## src/design/jaos_pkg.sv

```systemverilog
// Shared constants and types for the JSON array object splitter.
package jaos_pkg;

   localparam int BYTE_W  = 8;
   localparam int CFG_W   = 7;
   localparam int INDEX_W = 6;

   localparam int MAX_ELEMENTS_DEFAULT = 64;
   localparam int MAX_DEPTH_DEFAULT    = 127;

   localparam logic [CFG_W-1:0] MAX_COUNT_RESET = CFG_W'(64);

   localparam logic [BYTE_W-1:0] CHAR_LBRACKET  = 8'h5B;
   localparam logic [BYTE_W-1:0] CHAR_RBRACKET  = 8'h5D;
   localparam logic [BYTE_W-1:0] CHAR_LBRACE    = 8'h7B;
   localparam logic [BYTE_W-1:0] CHAR_RBRACE    = 8'h7D;
   localparam logic [BYTE_W-1:0] CHAR_QUOTE     = 8'h22;
   localparam logic [BYTE_W-1:0] CHAR_BACKSLASH = 8'h5C;

   typedef struct packed {
      logic [BYTE_W-1:0]  text_byte;
      logic               first;
   } req_type;

   typedef struct packed {
      logic [BYTE_W-1:0]  byte_out;
      logic               in_element;
      logic               element_start;
      logic               element_end;
      logic [INDEX_W-1:0] element_index;
      logic               scan_done;
   } rsp_type;

endpackage

```

## src/design/jaos_in_stage.sv

```systemverilog
// Input register that holds one request until the scanner takes it.
module jaos_in_stage (
   input  logic              clock,
   input  logic              reset,
   input  logic              req_valid,
   input  jaos_pkg::req_type req_data,
   input  logic              advance,
   output logic              req_stall,
   output logic              item_valid,
   output jaos_pkg::req_type item_data
);
   import jaos_pkg::*;

   logic    valid_ff;
   logic    valid_in;
   req_type data_ff;

   assign req_stall  = valid_ff && !advance;
   assign valid_in   = req_stall ? valid_ff : req_valid;
   assign item_valid = valid_ff;
   assign item_data  = data_ff;

   always_ff @(posedge clock) begin
      if (reset) begin
         valid_ff <= 1'b0;
      end else begin
         valid_ff <= valid_in;
      end
   end

   always_ff @(posedge clock) begin
      if (!req_stall && req_valid) begin
         data_ff <= req_data;
      end
   end

endmodule

```

## src/design/jaos_scan_core.sv

```systemverilog
// Scan state and the per-byte logic that marks array elements.
module jaos_scan_core #(
   parameter int MAX_ELEMENTS = jaos_pkg::MAX_ELEMENTS_DEFAULT,
   parameter int MAX_DEPTH    = jaos_pkg::MAX_DEPTH_DEFAULT
) (
   input  logic                       clock,
   input  logic                       reset,
   input  logic                       fire,
   input  jaos_pkg::req_type          item_data,
   input  logic [jaos_pkg::CFG_W-1:0] max_count,
   output jaos_pkg::rsp_type          result
);
   import jaos_pkg::*;

   localparam int CNT_W = $clog2(MAX_ELEMENTS + 1);
   localparam int LIM_W = (CNT_W > CFG_W) ? CNT_W : CFG_W;
   localparam int DEP_W = $clog2(MAX_DEPTH + 1) + 1;
   localparam logic signed [DEP_W-1:0] DEPTH_HI = DEP_W'(MAX_DEPTH);
   localparam logic signed [DEP_W-1:0] DEPTH_LO = -DEP_W'(MAX_DEPTH);

   typedef enum logic [1:0] {
      PH_WAIT,
      PH_SCAN,
      PH_DONE
   } phase_type;

   phase_type               phase_ff, phase_in, phase_cur;
   logic                    string_ff, string_in, string_cur;
   logic                    escape_ff, escape_in, escape_cur;
   logic signed [DEP_W-1:0] depth_ff, depth_in, depth_cur;
   logic                    open_ff, open_in, open_cur;
   logic [CNT_W-1:0]        count_ff, count_in, count_cur;
   logic [LIM_W-1:0]        limit;
   logic [LIM_W-1:0]        count_wide;
   logic [LIM_W-1:0]        count_next_wide;
   logic [BYTE_W-1:0]       c;
   logic                    in_el, st, en;

   assign c = item_data.text_byte;
   assign limit = (LIM_W'(max_count) < LIM_W'(MAX_ELEMENTS)) ?
                  LIM_W'(max_count) : LIM_W'(MAX_ELEMENTS);

   always_comb begin
      if (item_data.first) begin
         phase_cur  = PH_WAIT;
         string_cur = 1'b0;
         escape_cur = 1'b0;
         depth_cur  = '0;
         open_cur   = 1'b0;
         count_cur  = '0;
      end else begin
         phase_cur  = phase_ff;
         string_cur = string_ff;
         escape_cur = escape_ff;
         depth_cur  = depth_ff;
         open_cur   = open_ff;
         count_cur  = count_ff;
      end
      count_wide      = LIM_W'(count_cur);
      count_next_wide = count_wide + LIM_W'(1);

      phase_in  = phase_cur;
      string_in = string_cur;
      escape_in = escape_cur;
      depth_in  = depth_cur;
      open_in   = open_cur;
      count_in  = count_cur;
      in_el     = 1'b0;
      st        = 1'b0;
      en        = 1'b0;

      case (phase_cur)
         PH_WAIT: begin
            if (c == CHAR_LBRACKET) begin
               phase_in = PH_SCAN;
            end
         end
         PH_SCAN: begin
            if (count_wide >= limit) begin
               phase_in = PH_DONE;
            end else begin
               in_el = open_cur;
               if (string_cur) begin
                  if (escape_cur) begin
                     escape_in = 1'b0;
                  end else if (c == CHAR_BACKSLASH) begin
                     escape_in = 1'b1;
                  end else if (c == CHAR_QUOTE) begin
                     string_in = 1'b0;
                  end
               end else if (c == CHAR_QUOTE) begin
                  string_in = 1'b1;
               end else if (c == CHAR_LBRACE) begin
                  if (depth_cur == '0) begin
                     open_in = 1'b1;
                     in_el   = 1'b1;
                     st      = 1'b1;
                  end
                  if (depth_cur < DEPTH_HI) begin
                     depth_in = depth_cur + DEP_W'(1);
                  end
               end else if (c == CHAR_RBRACE) begin
                  if (depth_cur > DEPTH_LO) begin
                     depth_in = depth_cur - DEP_W'(1);
                  end
                  if (depth_in == '0 && open_cur) begin
                     open_in  = 1'b0;
                     en       = 1'b1;
                     in_el    = 1'b1;
                     count_in = count_cur + CNT_W'(1);
                     if (count_next_wide >= limit) begin
                        phase_in = PH_DONE;
                     end
                  end
               end else if (c == CHAR_RBRACKET && depth_cur == '0) begin
                  phase_in = PH_DONE;
               end
            end
         end
         default: begin
         end
      endcase

      result.byte_out      = c;
      result.in_element    = in_el;
      result.element_start = st;
      result.element_end   = en;
      result.element_index = in_el ? count_wide[INDEX_W-1:0] : '0;
      result.scan_done     = (phase_in == PH_DONE);
   end

   always_ff @(posedge clock) begin
      if (reset) begin
         phase_ff  <= PH_WAIT;
         string_ff <= 1'b0;
         escape_ff <= 1'b0;
         depth_ff  <= '0;
         open_ff   <= 1'b0;
         count_ff  <= '0;
      end else if (fire) begin
         phase_ff  <= phase_in;
         string_ff <= string_in;
         escape_ff <= escape_in;
         depth_ff  <= depth_in;
         open_ff   <= open_in;
         count_ff  <= count_in;
      end
   end

endmodule

```

## src/design/jaos_out_stage.sv

```systemverilog
// Result register that presents one response until the consumer takes it.
module jaos_out_stage (
   input  logic              clock,
   input  logic              reset,
   input  logic              fire,
   input  jaos_pkg::rsp_type result,
   input  logic              rsp_stall,
   output logic              ready,
   output logic              rsp_valid,
   output jaos_pkg::rsp_type rsp_data
);
   import jaos_pkg::*;

   logic    valid_ff;
   logic    valid_in;
   rsp_type data_ff;

   assign ready     = !valid_ff || !rsp_stall;
   assign valid_in  = ready ? fire : valid_ff;
   assign rsp_valid = valid_ff;
   assign rsp_data  = data_ff;

   always_ff @(posedge clock) begin
      if (reset) begin
         valid_ff <= 1'b0;
      end else begin
         valid_ff <= valid_in;
      end
   end

   always_ff @(posedge clock) begin
      if (fire) begin
         data_ff <= result;
      end
   end

endmodule

```

## src/design/json_array_object_splitter.sv

```systemverilog
// Top level of the JSON array object splitter.
// The block takes one byte of JSON text per request and returns one response per byte: the
// byte itself, flags that mark the top-level objects of the first array, the element index
// and a done flag. A request passes through an input register and, once the result
// register can take it, the scan logic updates its state and loads the result register,
// so one byte is taken every cycle while rsp_stall is low. The scan state forms a loop
// over the brace depth and element count. A request with first set starts a new document.
// max_count may be written only while idle.
module json_array_object_splitter #(
   parameter int MAX_ELEMENTS = jaos_pkg::MAX_ELEMENTS_DEFAULT,
   parameter int MAX_DEPTH    = jaos_pkg::MAX_DEPTH_DEFAULT
) (
   input  logic                         clock,
   input  logic                         reset,
   input  logic                         req_valid,
   output logic                         req_stall,
   input  logic [jaos_pkg::BYTE_W-1:0]  req_text_byte,
   input  logic                         req_first,
   output logic                         rsp_valid,
   input  logic                         rsp_stall,
   output logic [jaos_pkg::BYTE_W-1:0]  rsp_byte_out,
   output logic                         rsp_in_element,
   output logic                         rsp_element_start,
   output logic                         rsp_element_end,
   output logic [jaos_pkg::INDEX_W-1:0] rsp_element_index,
   output logic                         rsp_scan_done,
   input  logic                         csr_valid,
   output logic                         csr_ready,
   input  logic [jaos_pkg::CFG_W-1:0]   csr_max_count
);
   import jaos_pkg::*;

   logic [CFG_W-1:0] max_count_val_ff;
   logic             item_valid;
   logic             out_ready;
   logic             fire;
   req_type          req_data;
   req_type          item_data;
   rsp_type          result;
   rsp_type          rsp_data;

   assign csr_ready = 1'b1;
   assign req_data.text_byte = req_text_byte;
   assign req_data.first     = req_first;
   assign fire = item_valid && out_ready;

   always_ff @(posedge clock) begin
      if (reset) begin
         max_count_val_ff <= MAX_COUNT_RESET;
      end else begin
         if (csr_valid && csr_ready) begin
            max_count_val_ff <= csr_max_count;
         end
      end
   end

   jaos_in_stage u_in_stage (
      .clock      (clock),
      .reset      (reset),
      .req_valid  (req_valid),
      .req_data   (req_data),
      .advance    (out_ready),
      .req_stall  (req_stall),
      .item_valid (item_valid),
      .item_data  (item_data)
   );

   jaos_scan_core #(
      .MAX_ELEMENTS (MAX_ELEMENTS),
      .MAX_DEPTH    (MAX_DEPTH)
   ) u_scan_core (
      .clock     (clock),
      .reset     (reset),
      .fire      (fire),
      .item_data (item_data),
      .max_count (max_count_val_ff),
      .result    (result)
   );

   jaos_out_stage u_out_stage (
      .clock     (clock),
      .reset     (reset),
      .fire      (fire),
      .result    (result),
      .rsp_stall (rsp_stall),
      .ready     (out_ready),
      .rsp_valid (rsp_valid),
      .rsp_data  (rsp_data)
   );

   assign rsp_byte_out      = rsp_data.byte_out;
   assign rsp_in_element    = rsp_data.in_element;
   assign rsp_element_start = rsp_data.element_start;
   assign rsp_element_end   = rsp_data.element_end;
   assign rsp_element_index = rsp_data.element_index;
   assign rsp_scan_done     = rsp_data.scan_done;

endmodule
```

## config.mk

```make
export PLATFORM = sky130hd
export DESIGN_NAME = json_array_object_splitter
export DESIGN_NICKNAME = d
export VERILOG_FILES = /design/src/design/jaos_pkg.sv /design/src/design/jaos_in_stage.sv /design/src/design/jaos_scan_core.sv /design/src/design/jaos_out_stage.sv /design/src/design/json_array_object_splitter.sv
export SDC_FILE = /design/constraint.sdc
export NUM_CORES = 1
export LEC_CHECK = 0
export ABC_AREA = 0
export BUFFER_PORTS_ARGS = -buffer_cell sky130_fd_sc_hd__buf_2
export CAP_MARGIN = 25
export CORE_AREA = 10 10 93 95
export CTS_CLUSTER_SIZE = 14
export DETAILED_ROUTE_END_ITERATION = 10
export DIE_AREA = 0 0 103 105
export MAX_ROUTING_LAYER = met4
export PLACE_DENSITY = 0.77
export REMOVE_ABC_BUFFERS = 1
export SLEW_MARGIN = 20
export SYNTH_ARGS = -nofsm -noshare
export SYNTH_HDL_FRONTEND = slang
export SYNTH_SLANG_ARGS = --single-unit
```

## constraint.sdc

```tcl
create_clock -name clock -period 3.1 [get_ports clock]
set_input_delay 0.62 -clock clock [delete_from_list [all_inputs] [get_ports clock]]
set_output_delay 0.62 -clock clock [all_outputs]
set_load 0.02 [all_outputs]
```

Word level (Yosys, flattened, before mapping)

Index checks and enable logic that the tools add are counted.

Muxes and demuxes: 67
Bitwise operators: 3
Add/sub/neg operators: 3
Reductions and logical operators: 15
Magnitude comparators: 5
Equal/unequal tests: 8

Operator list:

| cell                                                 | count |
|---|---|
| 2-to-1 mux 8 bit                                     | 15 |
| 2-to-1 mux 7 bit                                     | 9 |
| equality test 8 x 7 -> 1 bit, second input constant  | 5 |
| 2-to-1 mux 1 bit                                     | 32 |
| 2-to-1 mux 2 bit                                     | 10 |
| zero test 8 bit                                      | 2 |
| greater-or-equal comparator 7 bit                    | 2 |
| adder 8 x 2 -> 8 bit, second input constant          | 1 |
| equality test 8 x 6 -> 1 bit, second input constant  | 1 |
| greater-than comparator 8 bit, second input constant | 1 |
| < comparator 8 bit, second input constant            | 1 |
| subtractor 8 x 2 -> 8 bit, second input constant     | 1 |
| adder 7 x 1 -> 7 bit, second input constant          | 1 |
| < comparator 7 bit, second input constant            | 1 |
| OR reduction 6 bit                                   | 1 |
| logical AND 1 bit                                    | 5 |
| OR reduction 5 bit                                   | 1 |
| zero test 1 bit                                      | 4 |
| one-hot mux 2 bit (2 select lines)                   | 1 |
| NOT 1 bit                                            | 3 |
| equality test 2 x 1 -> 1 bit, second input constant  | 1 |
| equality test 2 bit, second input constant           | 1 |
| zero test 2 bit                                      | 1 |
| logical OR 1 bit                                     | 1 |

Logic and storage cells: 118
Register bits after elaboration: 56
Output and inout port bits: 21
Bits of input ports: 21

Logic depth before layout (Yosys ltp)

Depth after elaboration: 19
Depth in mapped cells: 15
Gate-level depth less buffers: 13

Modules after synthesis

A second synthesis with hierarchy kept.

Cells, all modules: 406
Area total of the unflattened synthesis: 3653.5 um2

Modules (own cells, without submodules):

| module                     | area an instance (um2) | cells an instance | times used | sequential area each (um2) |
|---|---|---|---|---|
| jaos_scan_core             | 2491.1                 | 346               | 1          | 400.4 |
| jaos_out_stage             | 573.0                  | 22                | 1          | 560.5 |
| jaos_in_stage              | 320.3                  | 13                | 1          | 290.3 |
| json_array_object_splitter | 269.0                  | 25                | 1          | 140.1 |

Worst setup path before layout

Ideal clock, no wire load.

Kind: register to register
From: register u_in_stage.data_ff, in the netlist u_in_stage.item_data[0]
To: register u_out_stage.data_ff, in the netlist u_out_stage.rsp_data[0], data pin
Path slack: 0.098 ns
Cell stages (with the launch flop): 16
Data required time: 2.943 ns
Arrival: 2.845 ns
Clock period less this slack: 3.002 ns
Cell sequence: edfxtp_1 -> buf_6 -> buf_2 -> clkbuf_1 -> clkbuf_1 -> nor2b_1 -> ha_1 -> and3_1 -> nand3_1 -> xnor2_1 -> nor2_1 -> ha_1 -> nand4_1 -> o211ai_1 -> nand4b_1 -> a32oi_1

RTL lines:

| what                     | RTL line             | RTL |
|---|---|---|
| start: declaration       | jaos_in_stage.sv:16  | `req_type data_ff;` |
| start signal: assignment | jaos_in_stage.sv:33  | `data_ff <= req_data;` |
| end signal: assignment   | jaos_out_stage.sv:33 | `data_ff <= result;` |
| end: declaration         | jaos_out_stage.sv:16 | `rsp_type data_ff;` |

==> impl_metrics.ini <==
[synth]
syn_area_sq_um = 3550
yosys.area.top_type = edfxtp_1
synth.ff_latch_count = 56
ys.flop_type = dfxtp_1
synth_top_area_share_pct = 22.8
synth_area_per_cell_sq_um = 9.39
yosysSeqAreaShare_pct = 39.2
ys.warnings.count = 0
synth_area_leaders = edfxtp_1 23%, dfxtp_1 16%, ha_1 6.7%
ys_async_sr_fraction_pct = 0
syn_inst = 378
synth.distinct_cells = 71
synth_edf_count = 27

[worst_setup_path]
cp_max_fo = 20
cp_cell_sequence = buf_4 > nor2b_2 > ha_2 > and3_1 > nand3_1 > xnor2_1 > nor2_1 > ha_1 > nand4_1 > o211ai_1 > nand4b_1 > a32oi_1
r2r_slack_ns = 0.16
critical_path_class = reg -> reg
critical-path-max-stage-delay_ns = 0.40
worst_setup_path_end_kind = flip-flop
worstSetupStartpointType = flip-flop
required_ns = 3.25
timing.critical_path.buf_inv = 1
crit_slowest_cell = edfxtp_1
crit_family = simple AND/OR/NAND/NOR gates
worstPathArrival_ns = 3.09

[timing]
hold_viol = 0
drv_slew = 0
rsz0062_at_grt = no
fin_crit_sh_pct = 94.8
worst_slew_pin_slew_ns = 0.741
setup_viol = 0
worst_hold_slack_ns = 0.469
timing.fmax_ghz = 0.340
finClkSkew_ns = 0.00664
relSlewSlack_pct = 50.5
min_period_ns = 2.94

[clock_tree]
clkTransAtPathRegs_ns = 0.10
htreeDepth = 2
clkLatencyLatePin_ns = 0.32
cts_made_buffers = 5
numClockSinks = 56
root_buffer = clkbuf_8
clockBufferDepth = 2
cts_tree = built

[die]
die_w_um = 103
dieArea_sq_um = 10800
dieHeight_um = 105
io_pins = 42
start_util_pct = 52.5
coreArea_sq_um = 6760
core.rowCount = 30

[layout]
antenna_cells = 0
finalNonFillerCells = 495
area_growth_pct = 10.2
nets = 454
layout-drive-gt1-share_pct = 20.2

[pwr]
total_power_mw = 1.38
sw_frac_of_total_pct = 26.5
pwr-share-seq_pct = 59.1
p_leak_nw = 1.54
power_density_nw_per_um2 = 354
pwr-share-comb_pct = 11.1
ir_worst_vdd_v = 0.000272
clkPwrFrac_pct = 29.8
p_int_mw = 1.02
p_switching_mw = 0.366

[outcome]
outcome = finished, final reports clean

[place]
numPortBuffers = 40
placed_cells = 487
gp_congestion = 0.974
dp.final_hpwl_um = 6780

[grt]
grt_overflow = 0
grt_first_pass_wirelength_um = 14900
grtUsageTotal_pct = 17.3
grt_pass1_vias = 3033
grt_max_degree = 22
antenna_found_initial = 0

[hold_path]
hold_path_class = in -> reg

[detailed_routing]
drc = 0
drt-initial-drc-count = 352
first_pass_iters = 5
drt_wl_total_um = 9070
routedWlPerCell_um = 18.3
ant_nets = 0
via_per_inst = 6.39
num_vias = 3164

[flow_run]
cap_violations = 0
## synth_stat cells (6+ instances only)
cell / number
o21ai_0: 13
a21o_1: 6
edfxtp_1: 27
clkbuf_1: 11
ha_1: 19
dfxtp_1: 29
inv_1: 14
mux2i_1: 10
nor2_1: 34
nand3_1: 10
nor2b_1: 13
nand2_1: 28
and3_1: 7
a21oi_1: 15
nor3_1: 9
xnor2_1: 6
o211ai_1: 7
and2_1: 8
nand2b_1: 7
nand4_1: 11
## cell usage in the layout (no fill, tap or decap), types with 6 or more instances in the layout
| cell | synthesis | layout |
|---|---|---|
| buf_2 | 2 | 40 |
| nor2_1 | 34 | 34 |
| dfxtp_1 | 29 | 29 |
| nand2_1 | 28 | 28 |
| edfxtp_1 | 27 | 27 |
| ha_1 | 19 | 18 |
| a21oi_1 | 15 | 15 |
| inv_1 | 14 | 14 |
| o21ai_0 | 13 | 13 |
| nor2b_1 | 13 | 12 |
| nand4_1 | 11 | 11 |
| buf_4 | 5 | 11 |
| nand3_1 | 10 | 10 |
| mux2i_1 | 10 | 10 |
| nor3_1 | 9 | 9 |
| and2_1 | 8 | 8 |
| and3_1 | 7 | 7 |
| o211ai_1 | 7 | 7 |
| nand2b_1 | 7 | 7 |
| xnor2_1 | 6 | 6 |
| a21o_1 | 6 | 6 |
## flip-flops by register name, indices dropped and copies added (netlist names), 2 cells and up
| register | cells |
|---|---|
| u_scan_core.depth_ff | 8 |
| u_scan_core.phase_ff | 2 |
| u_in_stage.item_data | 9 |
| u_out_stage.rsp_data | 18 |
| u_scan_core.count_ff | 7 |
| max_count_val_ff | 7 |
## path summary, 6_finish.rpt
kind / startpoint / to / depth (start not counted)
setup / recovery: u_in_stage.item_data[0]$_DFFE_PP_ / u_out_stage.rsp_data[0]$_DFFE_PP_ / 12
hold / removal: req_text_byte[5] / u_in_stage.item_data[6]$_DFFE_PP_ / 1
setup reg to reg: u_in_stage.item_data[0]$_DFFE_PP_ / u_out_stage.rsp_data[0]$_DFFE_PP_ / 12
hold reg to reg: max_count_val_ff[1]$_SDFFE_PP0P_ / max_count_val_ff[1]$_SDFFE_PP0P_ / 2
## kinds of logic (layout without fill, tap and decap cells)
logic type               Yosys count  count (layout)  synth area share (%)
AND/OR/NAND/NOR                  156             156                  25.1
AO/OA/AOI/OAI                     92              92                  19.6
flip-flops                        56              56                  39.2
buffers and inverters             38              75                  4.93
adder cells (fa/ha/maj)           19              19                  6.70
multiplexers                      10              10                  2.82
XOR/XNOR                           6               6                  1.48
other                              1               1                 0.106
## per-layer routing
metal,up-vias,wire [um],global-route usage (%)
li1,1495,-,-
met1,1496,4110,23.5
met2,153,4150,25.4
met3,20,619,2.11
met4,0,193,6.76
met5,-,0,-
## timing repair
action	4_1_cts	5_1_grt
endpoints found under the setup margin	0	1
gates resized for setup	0	2
hold buffers	0	0
setup buffers	0	0
## layout make-up
class                   count  area [sq um]
multi-input cells         284          1990
repair buffers             51           283
inverters                  16          60.1
flip-flops and latches     56          1390
clock inverters             3          21.3
fillers                   620          2840
clock buffers               5          68.8
well taps                  80           100
## worst register-to-register path, cell delays in order (launching register included)
cell and delay (ns):
edfxtp_1 0.40, buf_4 0.23, nor2b_2 0.18, ha_2 0.25, and3_1 0.26, nand3_1 0.12, xnor2_1 0.18, nor2_1 0.09
ha_1 0.33, nand4_1 0.09, o211ai_1 0.24, nand4b_1 0.19, a32oi_1 0.22
## stage by stage
step	util [%]	TNS (ns)	setup WS (ns)	area, sq um
2_1_floorplan	-	-0.863	-0.165	3430
3_3_place_gp	56.5	0	0.183	3820
3_5_place_dp	56.5	0	0.216	3820
4_1_cts	57.8	0	0.127	3910
5_1_grt	57.9	0	0.0115	3910
6_report	57.9	0	0.162	3910
## power groups by stage
stage / logic [mW] / clock network (mW) / registers [mW]
after detailed placement: 0.152 / 0 / 0.834
after floorplan: 0.0704 / 0 / 0.850
after global routing: 0.168 / 0.445 / 0.821
after global placement: 0.151 / 0 / 0.833
after CTS: 0.153 / 0.417 / 0.817
final: 0.154 / 0.413 / 0.817
Note: power is estimated with default switching activity, not from simulation.
